**src/rtl/lrs_pkg.sv**
```systemverilog
package lrs_pkg;

    // Default width of the time base.
    localparam int DEF_TIME_WIDTH = 32;

    // Field widths.
    localparam int NOW_W   = 32;
    localparam int WAIT_W  = 17;
    localparam int REG16_W = 16;
    localparam int CFG_W   = 17;
    localparam int CFG_IDX_W = 2;

    // Reset values of the configuration registers and of the retry wait.
    localparam logic [REG16_W-1:0] RST_INIT_WAIT = 16'd5000;
    localparam logic [REG16_W-1:0] RST_THRESHOLD = 16'd30000;
    localparam logic [WAIT_W-1:0]  RST_CAP       = 17'd60000;
    localparam logic [REG16_W-1:0] RST_TIMEOUT   = 16'd30000;

    // Configuration register indexes.
    localparam logic [CFG_IDX_W-1:0] REG_INIT_WAIT = 2'd0;
    localparam logic [CFG_IDX_W-1:0] REG_THRESHOLD = 2'd1;
    localparam logic [CFG_IDX_W-1:0] REG_CAP       = 2'd2;
    localparam logic [CFG_IDX_W-1:0] REG_TIMEOUT   = 2'd3;

    typedef enum logic [1:0] {
        OP_BEGIN = 2'd0,
        OP_STOP  = 2'd1,
        OP_POLL  = 2'd2
    } op_t;

    typedef enum logic [2:0] {
        MODE_DISABLED   = 3'd0,
        MODE_CONNECTING = 3'd1,
        MODE_ONLINE     = 3'd2,
        MODE_RETRY      = 3'd3,
        MODE_FAULT      = 3'd4
    } mode_t;

    typedef enum logic [2:0] {
        ERR_NONE    = 3'd0,
        ERR_CREDS   = 3'd1,
        ERR_START   = 3'd2,
        ERR_STOP    = 3'd3,
        ERR_TIMEOUT = 3'd4
    } err_t;

    // One request as held in the input register.
    typedef struct packed {
        logic [1:0]       operation;
        logic [NOW_W-1:0] now_time;
        logic             creds_valid;
        logic             driver_start_ok;
        logic             driver_stop_ok;
        logic             driver_online;
    } item_t;

    // Configuration register set.
    typedef struct packed {
        logic [REG16_W-1:0] initial_retry_wait;
        logic [REG16_W-1:0] backoff_threshold;
        logic [WAIT_W-1:0]  backoff_cap;
        logic [REG16_W-1:0] connect_timeout;
    } cfg_t;

    // One result.
    typedef struct packed {
        logic  request_ok;
        err_t  last_error;
        mode_t link_state;
    } result_t;

endpackage

```
**src/rtl/lrs_core.sv**
```systemverilog
module lrs_core #(
    parameter int TIME_WIDTH = lrs_pkg::DEF_TIME_WIDTH
) (
    input  logic             clk,
    input  logic             rst_n,
    input  logic             step_en,
    input  lrs_pkg::item_t   item,
    input  lrs_pkg::cfg_t    cfg,
    output lrs_pkg::result_t result
);
    import lrs_pkg::*;

    localparam int CMP_W = (TIME_WIDTH > WAIT_W) ? TIME_WIDTH : WAIT_W;

    mode_t                 mode_reg, mode_next;
    err_t                  err_reg, err_next;
    logic [TIME_WIDTH-1:0] since_reg, since_next;
    logic [WAIT_W-1:0]     wait_reg, wait_next;

    logic [TIME_WIDTH-1:0] now_t;
    logic [TIME_WIDTH-1:0] elapsed;
    logic                  wait_done;
    logic                  timeout_hit;
    logic                  ok;

    // Time difference since the last change, wrapping with the time base.
    assign now_t       = TIME_WIDTH'(item.now_time);
    assign elapsed     = now_t - since_reg;
    assign wait_done   = CMP_W'(elapsed) >= CMP_W'(wait_reg);
    assign timeout_hit = CMP_W'(elapsed) >= CMP_W'(cfg.connect_timeout);

    // State registers advance once per processed transaction.
    always_ff @(posedge clk or negedge rst_n)
    begin
        if (!rst_n)
        begin
            mode_reg  <= MODE_DISABLED;
            err_reg   <= ERR_NONE;
            since_reg <= '0;
            wait_reg  <= WAIT_W'(RST_INIT_WAIT);
        end
        else if (step_en)
        begin
            mode_reg  <= mode_next;
            err_reg   <= err_next;
            since_reg <= since_next;
            wait_reg  <= wait_next;
        end
    end

    // Next state for the current request.
    always_comb
    begin
        mode_next  = mode_reg;
        err_next   = err_reg;
        since_next = since_reg;
        wait_next  = wait_reg;
        ok         = 1'b0;

        case (item.operation)
            OP_BEGIN:
            begin
                if (!item.creds_valid)
                begin
                    err_next = ERR_CREDS;
                end
                else if (mode_reg != MODE_DISABLED && !item.driver_stop_ok)
                begin
                    // The stop before restarting failed.
                    mode_next = MODE_FAULT;
                    err_next  = ERR_STOP;
                end
                else
                begin
                    wait_next = WAIT_W'(cfg.initial_retry_wait);
                    if (item.driver_start_ok)
                    begin
                        since_next = now_t;
                        mode_next  = MODE_CONNECTING;
                        err_next   = ERR_NONE;
                        ok         = 1'b1;
                    end
                    else if (!item.driver_stop_ok)
                    begin
                        mode_next = MODE_FAULT;
                        err_next  = ERR_STOP;
                    end
                    else
                    begin
                        mode_next  = MODE_RETRY;
                        since_next = now_t;
                        err_next   = ERR_START;
                    end
                end
            end
            OP_STOP:
            begin
                if (mode_reg != MODE_DISABLED && !item.driver_stop_ok)
                begin
                    mode_next = MODE_FAULT;
                    err_next  = ERR_STOP;
                end
                else
                begin
                    mode_next = MODE_DISABLED;
                    err_next  = ERR_NONE;
                    ok        = 1'b1;
                end
            end
            OP_POLL:
            begin
                case (mode_reg)
                    MODE_RETRY:
                    begin
                        if (wait_done)
                        begin
                            // Back off: double below the threshold, else jump to the cap.
                            if (wait_reg >= WAIT_W'(cfg.backoff_threshold))
                                wait_next = cfg.backoff_cap;
                            else
                                wait_next = {wait_reg[WAIT_W-2:0], 1'b0};
                            if (item.driver_start_ok)
                            begin
                                since_next = now_t;
                                mode_next  = MODE_CONNECTING;
                                err_next   = ERR_NONE;
                            end
                            else if (!item.driver_stop_ok)
                            begin
                                mode_next = MODE_FAULT;
                                err_next  = ERR_STOP;
                            end
                            else
                            begin
                                mode_next  = MODE_RETRY;
                                since_next = now_t;
                                err_next   = ERR_START;
                            end
                        end
                    end
                    MODE_CONNECTING, MODE_ONLINE:
                    begin
                        if (item.driver_online)
                        begin
                            mode_next = MODE_ONLINE;
                            err_next  = ERR_NONE;
                            wait_next = WAIT_W'(cfg.initial_retry_wait);
                        end
                        else if (mode_reg == MODE_ONLINE || timeout_hit)
                        begin
                            // Link dropped or connect attempt timed out.
                            if (!item.driver_stop_ok)
                            begin
                                mode_next = MODE_FAULT;
                                err_next  = ERR_STOP;
                            end
                            else
                            begin
                                mode_next  = MODE_RETRY;
                                since_next = now_t;
                                err_next   = (mode_reg == MODE_ONLINE) ? ERR_NONE
                                                                       : ERR_TIMEOUT;
                            end
                        end
                    end
                    default:
                    begin
                        // Disabled and fault ignore polls.
                    end
                endcase
            end
            default:
            begin
                // Unused operation code changes nothing.
            end
        endcase
    end

    assign result.link_state = mode_next;
    assign result.last_error = err_next;
    assign result.request_ok = ok;

endmodule

```
**src/rtl/link_retry_supervisor.sv**
```systemverilog
// Channel   Direction  Handshake                 Content
// s_axis    in         s_tvalid / s_tready       one request (tuser operation, tdata fields)
// m_axis    out        m_tvalid / m_tready       one result per request
// cfg       in         cfg_write                 register write, no read-back
//
// A request is held in the input register, where lrs_core evaluates it
// against the state registers; the result is registered in the output register at
// the same edge as the state update, so one transaction per cycle is sustained while
// m_tready does not stall the output. Reset is asynchronous, active low, and restores
// the configuration defaults and the disabled state. An m_tready stall holds the output
// and then the input register; s_tready drops when both are full and m_tready is low.
module link_retry_supervisor #(
    parameter int TIME_WIDTH = lrs_pkg::DEF_TIME_WIDTH
) (
    input  logic                           clk,
    input  logic                           rst_n,
    // Request channel.
    input  logic                           s_tvalid,
    output logic                           s_tready,
    input  logic [1:0]                     s_tuser,   // operation
    // now_time[31:0], creds_valid, driver_start_ok, driver_stop_ok,
    // driver_online, zero fill
    input  logic [39:0]                    s_tdata,
    // Result channel.
    output logic                           m_tvalid,
    input  logic                           m_tready,
    output logic [7:0]                     m_tdata,   // link_state[2:0], last_error[2:0],
                                                      // request_ok, zero fill
    // Configuration port.
    input  logic                           cfg_write,
    input  logic [lrs_pkg::CFG_IDX_W-1:0]  cfg_index,
    input  logic [lrs_pkg::CFG_W-1:0]      cfg_data
);
    import lrs_pkg::*;

    logic    in_valid_reg, in_valid_next;
    item_t   in_item_reg;
    logic    out_valid_reg, out_valid_next;
    result_t out_result_reg;
    cfg_t    cfg_reg;
    result_t step_result;
    logic    advance;
    logic    s_accept;

    // Pipeline control: the input register drains whenever the output has room.
    assign advance  = in_valid_reg && (!out_valid_reg || m_tready);
    assign s_tready = !in_valid_reg || advance;
    assign s_accept = s_tvalid && s_tready;

    always_comb
    begin
        in_valid_next = s_accept ? 1'b1 : (advance ? 1'b0 : in_valid_reg);
        out_valid_next = advance ? 1'b1 : (m_tready ? 1'b0 : out_valid_reg);
    end

    always_ff @(posedge clk or negedge rst_n)
    begin
        if (!rst_n)
        begin
            in_valid_reg  <= 1'b0;
            out_valid_reg <= 1'b0;
        end
        else
        begin
            in_valid_reg  <= in_valid_next;
            out_valid_reg <= out_valid_next;
        end
    end

    // Input and output payload registers.
    always_ff @(posedge clk)
    begin
        if (s_accept)
        begin
            in_item_reg.operation       <= s_tuser;
            in_item_reg.now_time        <= s_tdata[31:0];
            in_item_reg.creds_valid     <= s_tdata[32];
            in_item_reg.driver_start_ok <= s_tdata[33];
            in_item_reg.driver_stop_ok  <= s_tdata[34];
            in_item_reg.driver_online   <= s_tdata[35];
        end
        if (advance)
        begin
            out_result_reg <= step_result;
        end
    end

    // Configuration registers.
    always_ff @(posedge clk or negedge rst_n)
    begin
        if (!rst_n)
        begin
            cfg_reg.initial_retry_wait <= RST_INIT_WAIT;
            cfg_reg.backoff_threshold  <= RST_THRESHOLD;
            cfg_reg.backoff_cap        <= RST_CAP;
            cfg_reg.connect_timeout    <= RST_TIMEOUT;
        end
        else if (cfg_write)
        begin
            case (cfg_index)
                REG_INIT_WAIT: cfg_reg.initial_retry_wait <= cfg_data[REG16_W-1:0];
                REG_THRESHOLD: cfg_reg.backoff_threshold  <= cfg_data[REG16_W-1:0];
                REG_CAP:       cfg_reg.backoff_cap        <= cfg_data[WAIT_W-1:0];
                REG_TIMEOUT:   cfg_reg.connect_timeout    <= cfg_data[REG16_W-1:0];
                default:       cfg_reg.connect_timeout    <= cfg_reg.connect_timeout;
            endcase
        end
    end

    lrs_core #(
        .TIME_WIDTH (TIME_WIDTH)
    ) u_core (
        .clk     (clk),
        .rst_n   (rst_n),
        .step_en (advance),
        .item    (in_item_reg),
        .cfg     (cfg_reg),
        .result  (step_result)
    );

    assign m_tvalid = out_valid_reg;
    assign m_tdata  = {1'b0, out_result_reg.request_ok, out_result_reg.last_error,
                       out_result_reg.link_state};

    // A processed request always shows up on the result channel.
    assert property (@(posedge clk) disable iff (!rst_n)
        advance |=> m_tvalid)
        else $error("processed request did not reach the output register");

    // A held request is not dropped while the output is blocked.
    assert property (@(posedge clk) disable iff (!rst_n)
        in_valid_reg && !advance |=> in_valid_reg)
        else $error("stalled request was lost");

    // A successful request leaves the link connecting or disabled.
    assert property (@(posedge clk) disable iff (!rst_n)
        advance && step_result.request_ok |->
            (step_result.link_state == MODE_CONNECTING ||
             step_result.link_state == MODE_DISABLED))
        else $error("request_ok with unexpected link state");

endmodule
```
**config.mk**
```make
export PLATFORM = sky130hd
export DESIGN_NAME = link_retry_supervisor
export DESIGN_NICKNAME = d
export VERILOG_FILES = /design/src/rtl/lrs_pkg.sv /design/src/rtl/lrs_core.sv /design/src/rtl/link_retry_supervisor.sv
export SDC_FILE = /design/constraint.sdc
export NUM_CORES = 1
export LEC_CHECK = 0
export BUFFER_PORTS_ARGS = -buffer_cell sky130_fd_sc_hd__buf_4
export CORE_AREA = 2 2 188 144
export DETAILED_ROUTE_END_ITERATION = 8
export DIE_AREA = 0 0 190 146
export HOLD_SLACK_MARGIN = 0.12
export SYNTH_ARGS = -nofsm -noshare
export SYNTH_HDL_FRONTEND = slang
export SYNTH_SLANG_ARGS = --single-unit
```
**constraint.sdc**
```tcl
create_clock -name clk -period 12.8 [get_ports clk]
set_clock_uncertainty 0.05 [all_clocks]
set_input_delay 1.28 -clock clk [delete_from_list [all_inputs] [get_ports clk]]
set_output_delay 1.28 -clock clk [all_outputs]
set_load 0.01 [all_outputs]
```
==> results.json, run 1 <==
{
  "cts_tree": "yes",
  "cell_by_cell_trace_of_the_critical_path": "inv_1 -> ha_1 -> fa_1 -> nand2b_1 -> a21oi_1 -> nor2_1 -> o21ai_0 -> a21o_1 -> a21oi_1 -> xnor2_1 -> ha_1 -> nand2_1 -> o21ai_0 -> a2111oi_0 -> o41a_1 -> o31ai_1 -> a21oi_1 -> nand2_1 -> nor4_4 -> a31oi_1 -> a21boi_4 -> buf_4 -> mux2_4",
  "route.detailed.wl_per_inst_um": 16.8,
  "maxSlewViolCount": 0,
  "clkLatencyLatePin_ns": 0.44,
  "max_cap_violations": 0,
  "fmaxAchievable_ghz": 0.167,
  "grt_start_max_net_pins": 68,
  "yosys.cell_types.count": 65,
  "clock_path_buffers": 2,
  "area_contributors_post_synth": "dfrtp_1 (22%), edfxtp_1 (13%), ha_1 (9.8%)",
  "fin_crit_sh_pct": 46.9,
  "hold-worst-slack_ns": 0.435,
  "yosys_warnings": 0,
  "routed-via-count": 7294,
  "data_arrival_time_of_the_worst_path_ns": 6.27,
  "status": "finished clean",
  "final_setup_violation_count": 0,
  "synth.top_cell.area_share_pct": 22.3,
  "leak_pwr_nw": 5.21,
  "largest_register_ffs": 65,
  "ys_async_sr_fraction_pct": 73.1,
  "cpLargestDelayFamily": "compound AO/OA/AOI/OAI gates",
  "synth.net_count": 1095,
  "finalCoreUtilization_pct": 45.1,
  "worst-path-buf-inv": 2,
  "path_clk_slew_ns": 0.07,
  "vdd_drop_max_v": 0.000106,
  "end_kind": "register",
  "grt_antenna_before_repair": 0,
  "area_growth_pct": 13.8,
  "highest-signal-layer": "met4",
  "clock_sinks": 167,
  "worst_setup_path_start_kind": "register",
  "ctsRootBufferMaster": "clkbuf_16",
  "synth.yosys.seq_area_share_pct": 43.6,
  "post_cts_hold_buffer_count": 0,
  "drt-vias-per-instance": 5.32,
  "groute.usage.overall_pct": 17.2,
  "initial_core_util_pct": 39.6,
  "wl_met1_um": 12100,
  "met2_length_um": 9720,
  "nNetsFinal": 1160,
  "synthDominantAreaCellType": "dfrtp_1",
  "setup_repair_after_global_routing_missed_its_margin": "false",
  "crit_slowest_cell": "nor4_4",
  "max-slew-margin-rel_pct": 24.4,
  "cts_setup_buffers": 0,
  "grt-ovfl-total": 0,
  "place.detailed.hpwl_um": 16700,
  "chipHeight_um": 146,
  "crit_path_frequent_cell": "a21oi_1",
  "cts_inserted_buffers": 17,
  "critical_path_class": "register to register",
  "postSynth.topFlopCell": "dfrtp_1",
  "synth-edff-count": 45,
  "drtIter0Drc": 463,
  "drive_gt1_share_pct": 24.4,
  "finalWirelength_um": 23000,
  "timing.final.crit_period_ns": 6.01,
  "core-area_um2": 25700,
  "grt_pass1_wl_um": 37800,
  "cts_resized": 0,
  "most_numerous_cell_in_the_yosys_netlist": "dfrtp_1",
  "number_of_detailed_routing_iterations_run_before_antenna_repair": 5,
  "transition_at_the_pin_with_the_smallest_max_transition_slack_ns": 1.13,
  "crit_path_max_fanout": 29,
  "wl_met3_um": 933,
  "grt_pass1_vias": 7116,
  "pwr_density_cell_nw_per_um2": 231,
  "floorplan.die_area_um2": 27700,
  "placement_rows": 51,
  "synth_seq_cells": 167,
  "synth_cells": 948,
  "syn_avg_cell_area_um2": 10.8,
  "horizontal_die_dimension_um": 190,
  "slowest_delay_ns": 0.55,
  "synth.top_cells.by_count": "dfrtp_1 (91), inv_1 (88), ha_1 (80), mux2_2 (72), a21oi_1 (67)",
  "gpl.final_weighted_congestion": 0.878,
  "design.portCount": 76,
  "route.antenna.remaining_nets": 0,
  "final.setup.tns_ns": 0,
  "critical_path_required_ns": 13.07,
  "hold_class": "register to register",
  "hold_violations": 0,
  "synth_area_um2": 10200,
  "buffer_ports.inserted": 70,
  "drc_errors": 0,
  "antenna-diode-count": 0,
  "clock_tree.htree_level_count": 4
}
## routing by layer
layer	GRT usage (%)	up-vias
li1	-	3572
met1	26.0	3562
met2	25.2	147
met3	3.54	13
met4	3.60	0
met5	0	-
## final timing paths
check                                         startpoint                               end  slack (ns)  cells after the start
worst min register to register  in_valid_reg$_DFFE_PN0P_              m_tvalid$_DFFE_PN0P_        0.43                      1
worst max-delay path            in_item_reg[4]$_DFFE_PP_   u_core.since_reg[9]$_DFFE_PN0P_        6.79                     23
min in group asynchronous                          rst_n           cfg_reg[51]$_DFFE_PN0P_        0.87                      1
worst min-delay path            in_valid_reg$_DFFE_PN0P_              m_tvalid$_DFFE_PN0P_        0.43                      1
max in group asynchronous                          rst_n  u_core.since_reg[10]$_DFFE_PN0P_       10.49                      2
worst max register to register  in_item_reg[4]$_DFFE_PP_   u_core.since_reg[9]$_DFFE_PN0P_        6.79                     23
## cells by family after synthesis
kind of cell / Yosys count / synth area share, %
fa+ha+maj: 81 / 10.0
buf+inv: 115 / 4.53
mux: 138 / 15.9
compound gates: 209 / 13.4
other cells: 1 / 0.0368
flops: 167 / 43.6
xor+xnor: 22 / 1.89
simple gates: 215 / 10.6
## power by group
group	internal, mW	switching (mW)
logic	0.606	0.791
clock network	0.255	0.237
registers	0.704	0.0838
## layout make-up
type,count,area [um2]
flip-flops and latches,167,4440
clock buffers,18,429
fillers,2431,14100
repair buffers,73,548
inverters,88,330
well taps,344,430
clock inverters,14,115
multi-input cells,666,5300
## stage by stage
stage / total power, mW / area (um2) / worst slack, ns / cells
CTS: 2.69 / 11600 / 6.85 / 1370
finish: 2.68 / 11600 / 6.79 / 1370
floorplan: 1.83 / 10200 / 8.10 / 948
global route: 2.92 / 11600 / 6.29 / 1370
detailed placement: 2.18 / 11100 / 6.91 / 1338
global placement: 2.15 / 11100 / 6.86 / 1338
## placed cells by master (no fill, tap or decap), types with 29 or more instances in the layout
cell type,netlist,final
a21oi_1,67,66
buf_4,2,73
dfrtp_1,91,91
dfstp_2,31,31
edfxtp_1,45,45
ha_1,80,80
inv_1,88,88
mux2_2,72,72
mux2_4,29,29
mux2i_1,37,37
nand2_1,50,50
nor2_1,62,62
o21ai_0,37,37
Power figures use the tool's default switching activity.
==> run 2, diff against run 1 <==
--- a/config.mk
+++ b/config.mk
@@ -5,10 +5,11 @@
 export SDC_FILE = /design/constraint.sdc
 export NUM_CORES = 1
 export LEC_CHECK = 0
+export ABC_AREA = 1
 export BUFFER_PORTS_ARGS = -buffer_cell sky130_fd_sc_hd__buf_4
-export CORE_AREA = 2 2 188 144
+export CORE_AREA = 2 2 206 157
 export DETAILED_ROUTE_END_ITERATION = 8
-export DIE_AREA = 0 0 190 146
+export DIE_AREA = 0 0 208 159
 export HOLD_SLACK_MARGIN = 0.12
 export SYNTH_ARGS = -nofsm -noshare
 export SYNTH_HDL_FRONTEND = slang
==> constraint.sdc (replaced) <==
create_clock -name clk -period 6.05 [get_ports clk]
set_clock_uncertainty 0.05 [all_clocks]
set_input_delay 0.605 -clock clk [delete_from_list [all_inputs] [get_ports clk]]
set_output_delay 0.605 -clock clk [all_outputs]
set_load 0.01 [all_outputs]
==> run 2 against run 1 <==
  * Cell count grew 61%
  * Critical endpoint is now u_core.wait_reg[16]$_DFFE_PN0P_
  * Area after synthesis grew 20%
  * Core utilization shrank 1.1 points
  * Sequential power grew 110%
  * Via count grew 46%
  * Global-route usage grew 2.0 points
  * Register-to-register slack lost 5.1 ns
  * Flip-flop and latch count is the same
==> results.json, run 2 <==
{
  "status": "finished clean",
  "syn_avg_cell_area_um2": 7.06,
  "routed-via-count": 10700,
  "place.detailed.hpwl_um": 22700,
  "cell_internal_pwr_mw": 3.24,
  "ctsRootBufferMaster": "clkbuf_16",
  "yosys.area_share.simple_pct": 26.8,
  "final.setup.tns_ns": 0,
  "critical_path_depth": 27,
  "fmaxAchievable_ghz": 0.232,
  "synth.top_cells.by_count": "nand2_1 (565), inv_1 (291), o21ai_0 (188), nor2_1 (96), dfrtp_1 (91)",
  "rr_worst_depth": 27,
  "numPlacedInstances": 2167,
  "core-area_um2": 31000,
  "buffer_ports.inserted": 70,
  "antenna-diode-count": 0,
  "transition_at_the_pin_with_the_smallest_max_transition_slack_ns": 1.22,
  "horizontal_die_dimension_um": 208,
  "synth.top_cell.area_share_pct": 18.6,
  "ys_async_sr_fraction_pct": 73.1,
  "timing.final.crit_period_ns": 4.32,
  "cts_setup_buffers": 0,
  "area_contributors_post_synth": "dfrtp_1 (19%), nand2_1 (17%), edfxtp_1 (11%)",
  "worst_setup_path_start_kind": "register",
  "fraction_of_synthesized_cell_area_in_xor_and_xnor_cells_pct": 1.07,
  "dpl-instance-area_um2": 13100,
  "final-instance-count-excl-fill": 2199,
  "gpl.final_weighted_congestion": 0.944,
  "netSwitchingFraction_pct": 48.1,
  "post-route-worst-setup-slack_ns": 1.73,
  "drive_gt1_share_pct": 12.0,
  "hold_violations": 0,
  "cts_inserted_buffers": 17,
  "hold_class": "input pin to asynchronous set/reset pin",
  "critical_path_required_ns": 6.37,
  "drc_errors": 0,
  "synth.yosys.seq_area_share_pct": 36.3,
  "drt-vias-per-instance": 4.85,
  "clock_path_buffers": 2,
  "fin_crit_sh_pct": 71.4,
  "max_cap_violations": 0,
  "synth_compound_area_share_pct": 13.6,
  "nNetsFinal": 1927,
  "clkLatencyLatePin_ns": 0.45,
  "floorplan.die_area_um2": 33100,
  "end_kind": "register",
  "clock_power_share_pct": 17.6,
  "worst-path-buf-inv": 2,
  "synth_seq_cells": 167,
  "yosys_warnings": 0,
  "cp-startpoint": "u_core.since_reg[0]$_DFFE_PN0P_",
  "cts_tree": "yes",
  "cts_resized": 0,
  "synth_fa_ha_area_share_pct": 8.34,
  "pwr_density_cell_nw_per_um2": 458,
  "clock_tree.htree_level_count": 4,
  "synth-edff-count": 45,
  "synth.mux.area_fraction_pct": 2.37,
  "path_clk_slew_ns": 0.08,
  "most_numerous_cell_in_the_yosys_netlist": "nand2_1",
  "initial_core_util_pct": 39.5,
  "data_arrival_time_of_the_worst_path_ns": 4.64,
  "placement_rows": 56,
  "pwr-share-seq_pct": 26.5,
  "number_of_detailed_routing_iterations_run_before_antenna_repair": 5,
  "synthDominantAreaCellType": "dfrtp_1",
  "chipHeight_um": 159,
  "area_growth_pct": 11.4,
  "grt_pass1_vias": 10100,
  "hold-worst-slack_ns": 0.218,
  "synth_cells": 1734,
  "max-slew-margin-rel_pct": 18.6,
  "synth.net_count": 1881,
  "grt_start_max_net_pins": 68,
  "nFillCells": 3206,
  "dp_slack_ns": 1.75,
  "setup_repair_after_global_routing_missed_its_margin": "false",
  "cpLargestDelayFamily": "simple AND/OR/NAND/NOR gates",
  "groute.usage.overall_pct": 19.2,
  "combPwrFrac_pct": 55.9,
  "finalWirelength_um": 30800,
  "rrSetupSlack_ns": 1.73,
  "vdd_drop_max_v": 0.000197,
  "clock_sinks": 167,
  "largest_register_ffs": 65,
  "design.portCount": 76,
  "synth_area_um2": 12200,
  "post_cts_hold_buffer_count": 0,
  "power_mw": 6.25,
  "grt-ovfl-total": 0,
  "crit_path_max_fanout": 34,
  "slowest_delay_ns": 0.42,
  "crit_path_frequent_cell": "nand2_1",
  "postSynth.topFlopCell": "dfrtp_1",
  "switching_component_of_the_power_mw": 3.00,
  "regToRegStartpoint": "u_core.since_reg[0]$_DFFE_PN0P_",
  "leak_pwr_nw": 7.11,
  "yosys.cell_types.count": 55,
  "mostFrequentLayoutCell": "nand2_1",
  "route.detailed.wl_per_inst_um": 14.0,
  "synth_top_family_by_area": "simple AND/OR/NAND/NOR gates",
  "final_setup_violation_count": 0,
  "crit_slowest_cell": "fa_1",
  "grt_pass1_wl_um": 51700,
  "drtIter0Drc": 703,
  "finalCoreUtilization_pct": 44.0,
  "cell_area_after_layout_um2": 13600,
  "critical_path.reg2reg.endpoint": "u_core.wait_reg[16]$_DFFE_PN0P_",
  "maxSlewViolCount": 0,
  "grt_antenna_before_repair": 0,
  "critical_path_class": "register to register",
  "route.antenna.remaining_nets": 0,
  "most-common-layout-cells": "nand2_1 (565), inv_1 (290), o21ai_0 (188)"
}
==> run 2: cell types whose count changed after synthesis, moves of 14 or more <==
cell and change:
inv_1 +203, nand3_1 +39, mux2_4 -29, a21o_1 -17, a21oi_1 -24, o21ai_0 +151, nand2_2 +22, o21ai_2 +18
o21a_1 -14, nand2_1 +515, nor2_1 +34, o21ai_1 +33, mux2_2 -72
==> run 2: worst reg2reg max path: stages (launching register included) <==
cell     delay, ns
dfrtp_1       0.41
ha_1          0.24
fa_1          0.42
inv_1         0.14
nand2_1       0.06
nand2_1       0.07
nand3_1       0.08
nand2_2       0.14
nand2_1       0.06
nand2_1       0.15
xor2_1        0.13
ha_1          0.29
nand2_1       0.07
nor4_1        0.29
nand2_1       0.08
nand2_1       0.07
nand2_1       0.05
nand2_1       0.07
nor2_1        0.04
nand2_1       0.12
nor2_4        0.08
nand3_4       0.09
nand2_4       0.06
a21oi_4       0.26
nand2_4       0.09
inv_4         0.39
nand3_1       0.18
o21ai_2       0.08
==> run 2: worst max-delay path by stage <==
stage / to / slack, ns
after global routing: u_core.wait_reg[16]$_DFFE_PN0P_ / 1.36
after CTS: u_core.wait_reg[16]$_DFFE_PN0P_ / 1.73
after floorplan: u_core.wait_reg[15]$_DFFE_PN0P_ / 2.65
after detailed placement: u_core.wait_reg[16]$_DFFE_PN0P_ / 1.75
final: u_core.wait_reg[16]$_DFFE_PN0P_ / 1.73
after global placement: u_core.wait_reg[16]$_DFFE_PN0P_ / 1.78
==> run 2: layer usage <==
metal / wire, um / track usage [%] / share of wire (%)
met3: 1510 / 3.06 / 4.9
met2: 12700 / 28.3 / 41
met5: 0 / 0 / 0
met4: 331 / 4.58 / 1.1
met1: 16300 / 29.3 / 53
==> run 2: area by class of cell <==
| class | count | area [um2] | share of cell area [%] |
|---|---|---|---|
| Clock buffer | 17 | 425 | 3.12 |
| Clock inverter | 15 | 153 | 1.12 |
| Inverter | 302 | 1140 | 8.33 |
| Multi-Input combinational cell | 1216 | 6400 | 46.9 |
| Sequential cell | 167 | 4440 | 32.6 |
| Tap cell | 406 | 508 | 3.73 |
| Timing Repair Buffer | 76 | 571 | 4.18 |
==> run 2: kinds of logic (layout without fill, tap and decap cells) <==
logic type / count (synthesis) / in the layout
and+or+nand+nor: 784 / 784
buffers and inverters: 351 / 410
AOI/OAI and AO/OA: 306 / 306
DFF: 167 / 167
adders and majority gates: 81 / 81
muxes: 29 / 29
xor gates and xnor gates: 15 / 15
other: 1 / 1
==> run 2: power groups by stage <==
| stage | logic (mW) | clock network, mW | registers [mW] |
|---|---|---|---|
| final | 3.49 | 1.10 | 1.66 |
| after global routing | 4.05 | 1.17 | 1.69 |
| after CTS | 3.49 | 1.12 | 1.66 |
| after detailed placement | 3.47 | 0 | 1.67 |
| after global placement | 3.39 | 0 | 1.67 |
| after floorplan | 2.64 | 0 | 1.62 |
==> run 3, diff against run 2 <==
==> constraint.sdc (replaced) <==
create_clock -name clk -period 3.9 [get_ports clk]
set_clock_uncertainty 0.05 [all_clocks]
set_input_delay 0.39 -clock clk [delete_from_list [all_inputs] [get_ports clk]]
set_output_delay 0.39 -clock clk [all_outputs]
set_load 0.01 [all_outputs]
==> run 3 against run 2 <==
  * Via count up 4.8%
  * Hold slack worse by 0.057 ns
  * Flip-flop and latch count unchanged
  * Register-to-register slack worse by 1.6 ns
  * Design area up 11%
  * Highest routed layer unchanged
  * First-iteration DRC count up 14%
  * Fmax up 14%
==> results.json, run 3 (synthesis results as in run 2) <==
{
  "gpl.final_weighted_congestion": 0.899,
  "cts_tree": "yes",
  "route.antenna.remaining_nets": 0,
  "final_setup_violation_count": 0,
  "groute.usage.overall_pct": 19.5,
  "drive_gt1_share_pct": 19.5,
  "hold_class": "input pin to register",
  "drtIter0Drc": 803,
  "multi_input_area_um2": 7000,
  "status": "finished clean",
  "path_clk_slew_ns": 0.07,
  "hold_violations": 0,
  "grt_pass1_vias": 10100,
  "vdd_drop_max_v": 0.000276,
  "worst-path-buf-inv": 2,
  "rrSetupSlack_ns": 0.1,
  "maxSlewViolCount": 0,
  "critical_path_class": "register to register",
  "timing.final.crit_period_ns": 3.80,
  "data_arrival_time_of_the_worst_path_ns": 4.14,
  "finalCoreUtilization_pct": 49.1,
  "final.setup.tns_ns": 0,
  "max-slew-margin-rel_pct": 21.3,
  "leak_pwr_nw": 7.68,
  "transition_at_the_pin_with_the_smallest_max_transition_slack_ns": 1.18,
  "clock_sinks": 167,
  "mostFrequentLayoutCell": "nand2_1",
  "worst_setup_path_start_kind": "register",
  "drt-vias-per-instance": 4.88,
  "grt_start_max_net_pins": 67,
  "setup_repair_after_global_routing_missed_its_margin": "true",
  "area_growth_pct": 24.1,
  "clock_tree.htree_level_count": 4,
  "grt_antenna_before_repair": 0,
  "chipHeight_um": 159,
  "pwr_density_cell_nw_per_um2": 715,
  "antenna-diode-count": 0,
  "fmaxAchievable_ghz": 0.263,
  "buffer_ports.inserted": 70,
  "clock_path_buffers": 2,
  "nFillCells": 3021,
  "crit_slowest_cell": "edfxtp_1",
  "dp_slack_ns": -0.0287,
  "place.detailed.hpwl_um": 23500,
  "number_of_detailed_routing_iterations_run_before_antenna_repair": 6,
  "grt_pass1_wl_um": 52300,
  "largest_register_ffs": 65,
  "floorplan.die_area_um2": 33100,
  "crit_path_max_fanout": 14,
  "max_cap_violations": 0,
  "nNetsFinal": 2020,
  "critical_path_required_ns": 4.23,
  "core-area_um2": 31000,
  "fin_crit_sh_pct": 97.5,
  "crit_path_frequent_cell": "nand2_1",
  "slowest_delay_ns": 0.46,
  "grt-ovfl-total": 0,
  "horizontal_die_dimension_um": 208,
  "cts_inserted_buffers": 17,
  "initial_core_util_pct": 39.5,
  "drc_errors": 0,
  "ctsRootBufferMaster": "clkbuf_16",
  "most-common-layout-cells": "nand2_1 (526), inv_1 (282), o21ai_0 (187)",
  "end_kind": "register",
  "placement_rows": 56,
  "post-route-worst-setup-slack_ns": 0.0964,
  "clkLatencyLatePin_ns": 0.46,
  "final-seq-area_um2": 4440,
  "finalWirelength_um": 33200,
  "cpLargestDelayFamily": "simple AND/OR/NAND/NOR gates",
  "route.detailed.wl_per_inst_um": 14.5,
  "design.portCount": 76,
  "routed-via-count": 11200
}
==> run 3: metal layers <==
| layer | track usage, % | part of all wire, % | routed length, um | vias to the layer above |
|---|---|---|---|---|
| met5 | 0 | 0 | 0 | - |
| met4 | 4.96 | 0.97 | 323 | 0 |
| met3 | 3.75 | 4.6 | 1540 | 20 |
| met2 | 28.4 | 42 | 14000 | 214 |
| met1 | 29.6 | 52 | 17300 | 5206 |
| li1 | - | - | - | 5744 |
==> run 3: cell type report <==
type | count | share of cell area, %
Clock inverter | 7 | 0.486
Sequential cell | 167 | 29.2
Timing Repair Buffer | 169 | 9.74
Tap cell | 406 | 3.34
Multi-Input combinational cell | 1216 | 46.1
Clock buffer | 25 | 3.62
Inverter | 302 | 7.48
==> run 3: final timing paths <==
| path | from | to | depth (start not counted) |
|---|---|---|---|
| hold / removal | m_tready | m_tvalid$_DFFE_PN0P_ | 4 |
| min in group asynchronous | rst_n | cfg_reg[17]$_DFFE_PN0P_ | 2 |
| max in group asynchronous | rst_n | u_core.wait_reg[8]$_DFFE_PN1P_ | 3 |
| setup reg to reg | in_item_reg[6]$_DFFE_PP_ | u_core.since_reg[4]$_DFFE_PN0P_ | 27 |
| hold reg to reg | u_core.err_reg[0]$_DFFE_PN0P_ | u_core.err_reg[0]$_DFFE_PN0P_ | 2 |
| setup / recovery | in_item_reg[6]$_DFFE_PP_ | u_core.since_reg[4]$_DFFE_PN0P_ | 27 |
==> run 3: report_power, final <==
group          internal [mW]  switching (mW)
logic                   2.51            3.96
registers               2.28           0.308
clock network           1.05           0.764
total                   5.84            5.03
==> run 3: timing repair <==
action                                  CTS  global route
hold buffers                             41             0
gates cloned                              0             4
resized for setup                         5           132
endpoints found under the setup margin   48            61
pin swaps                                 1            38
setup buffers                             0            22
endpoints found under the hold margin    83             0
==> run 3: worst register-to-register path, delay by kind of cell (launching register included) <==
family / cells / cell delay, ns
simple gates: 17 / 1.56
fa+ha+maj: 2 / 0.65
flops: 1 / 0.46
compound gates: 5 / 0.53
xor+xnor: 1 / 0.22
buf+inv: 2 / 0.26
==> run 3: metrics by stage <==
stage                     area [um2]  hold WS, ns  std cells  power, mW
final                          15200        0.161       2292       10.9
after global routing           15200        0.159       2292       11.9
after CTS                      14300        0.131       2266       10.0
after detailed placement       13300        0.418       2193       8.11
after global placement         13300        0.412       2193       7.98
after floorplan                12200       0.0444       1734       6.60
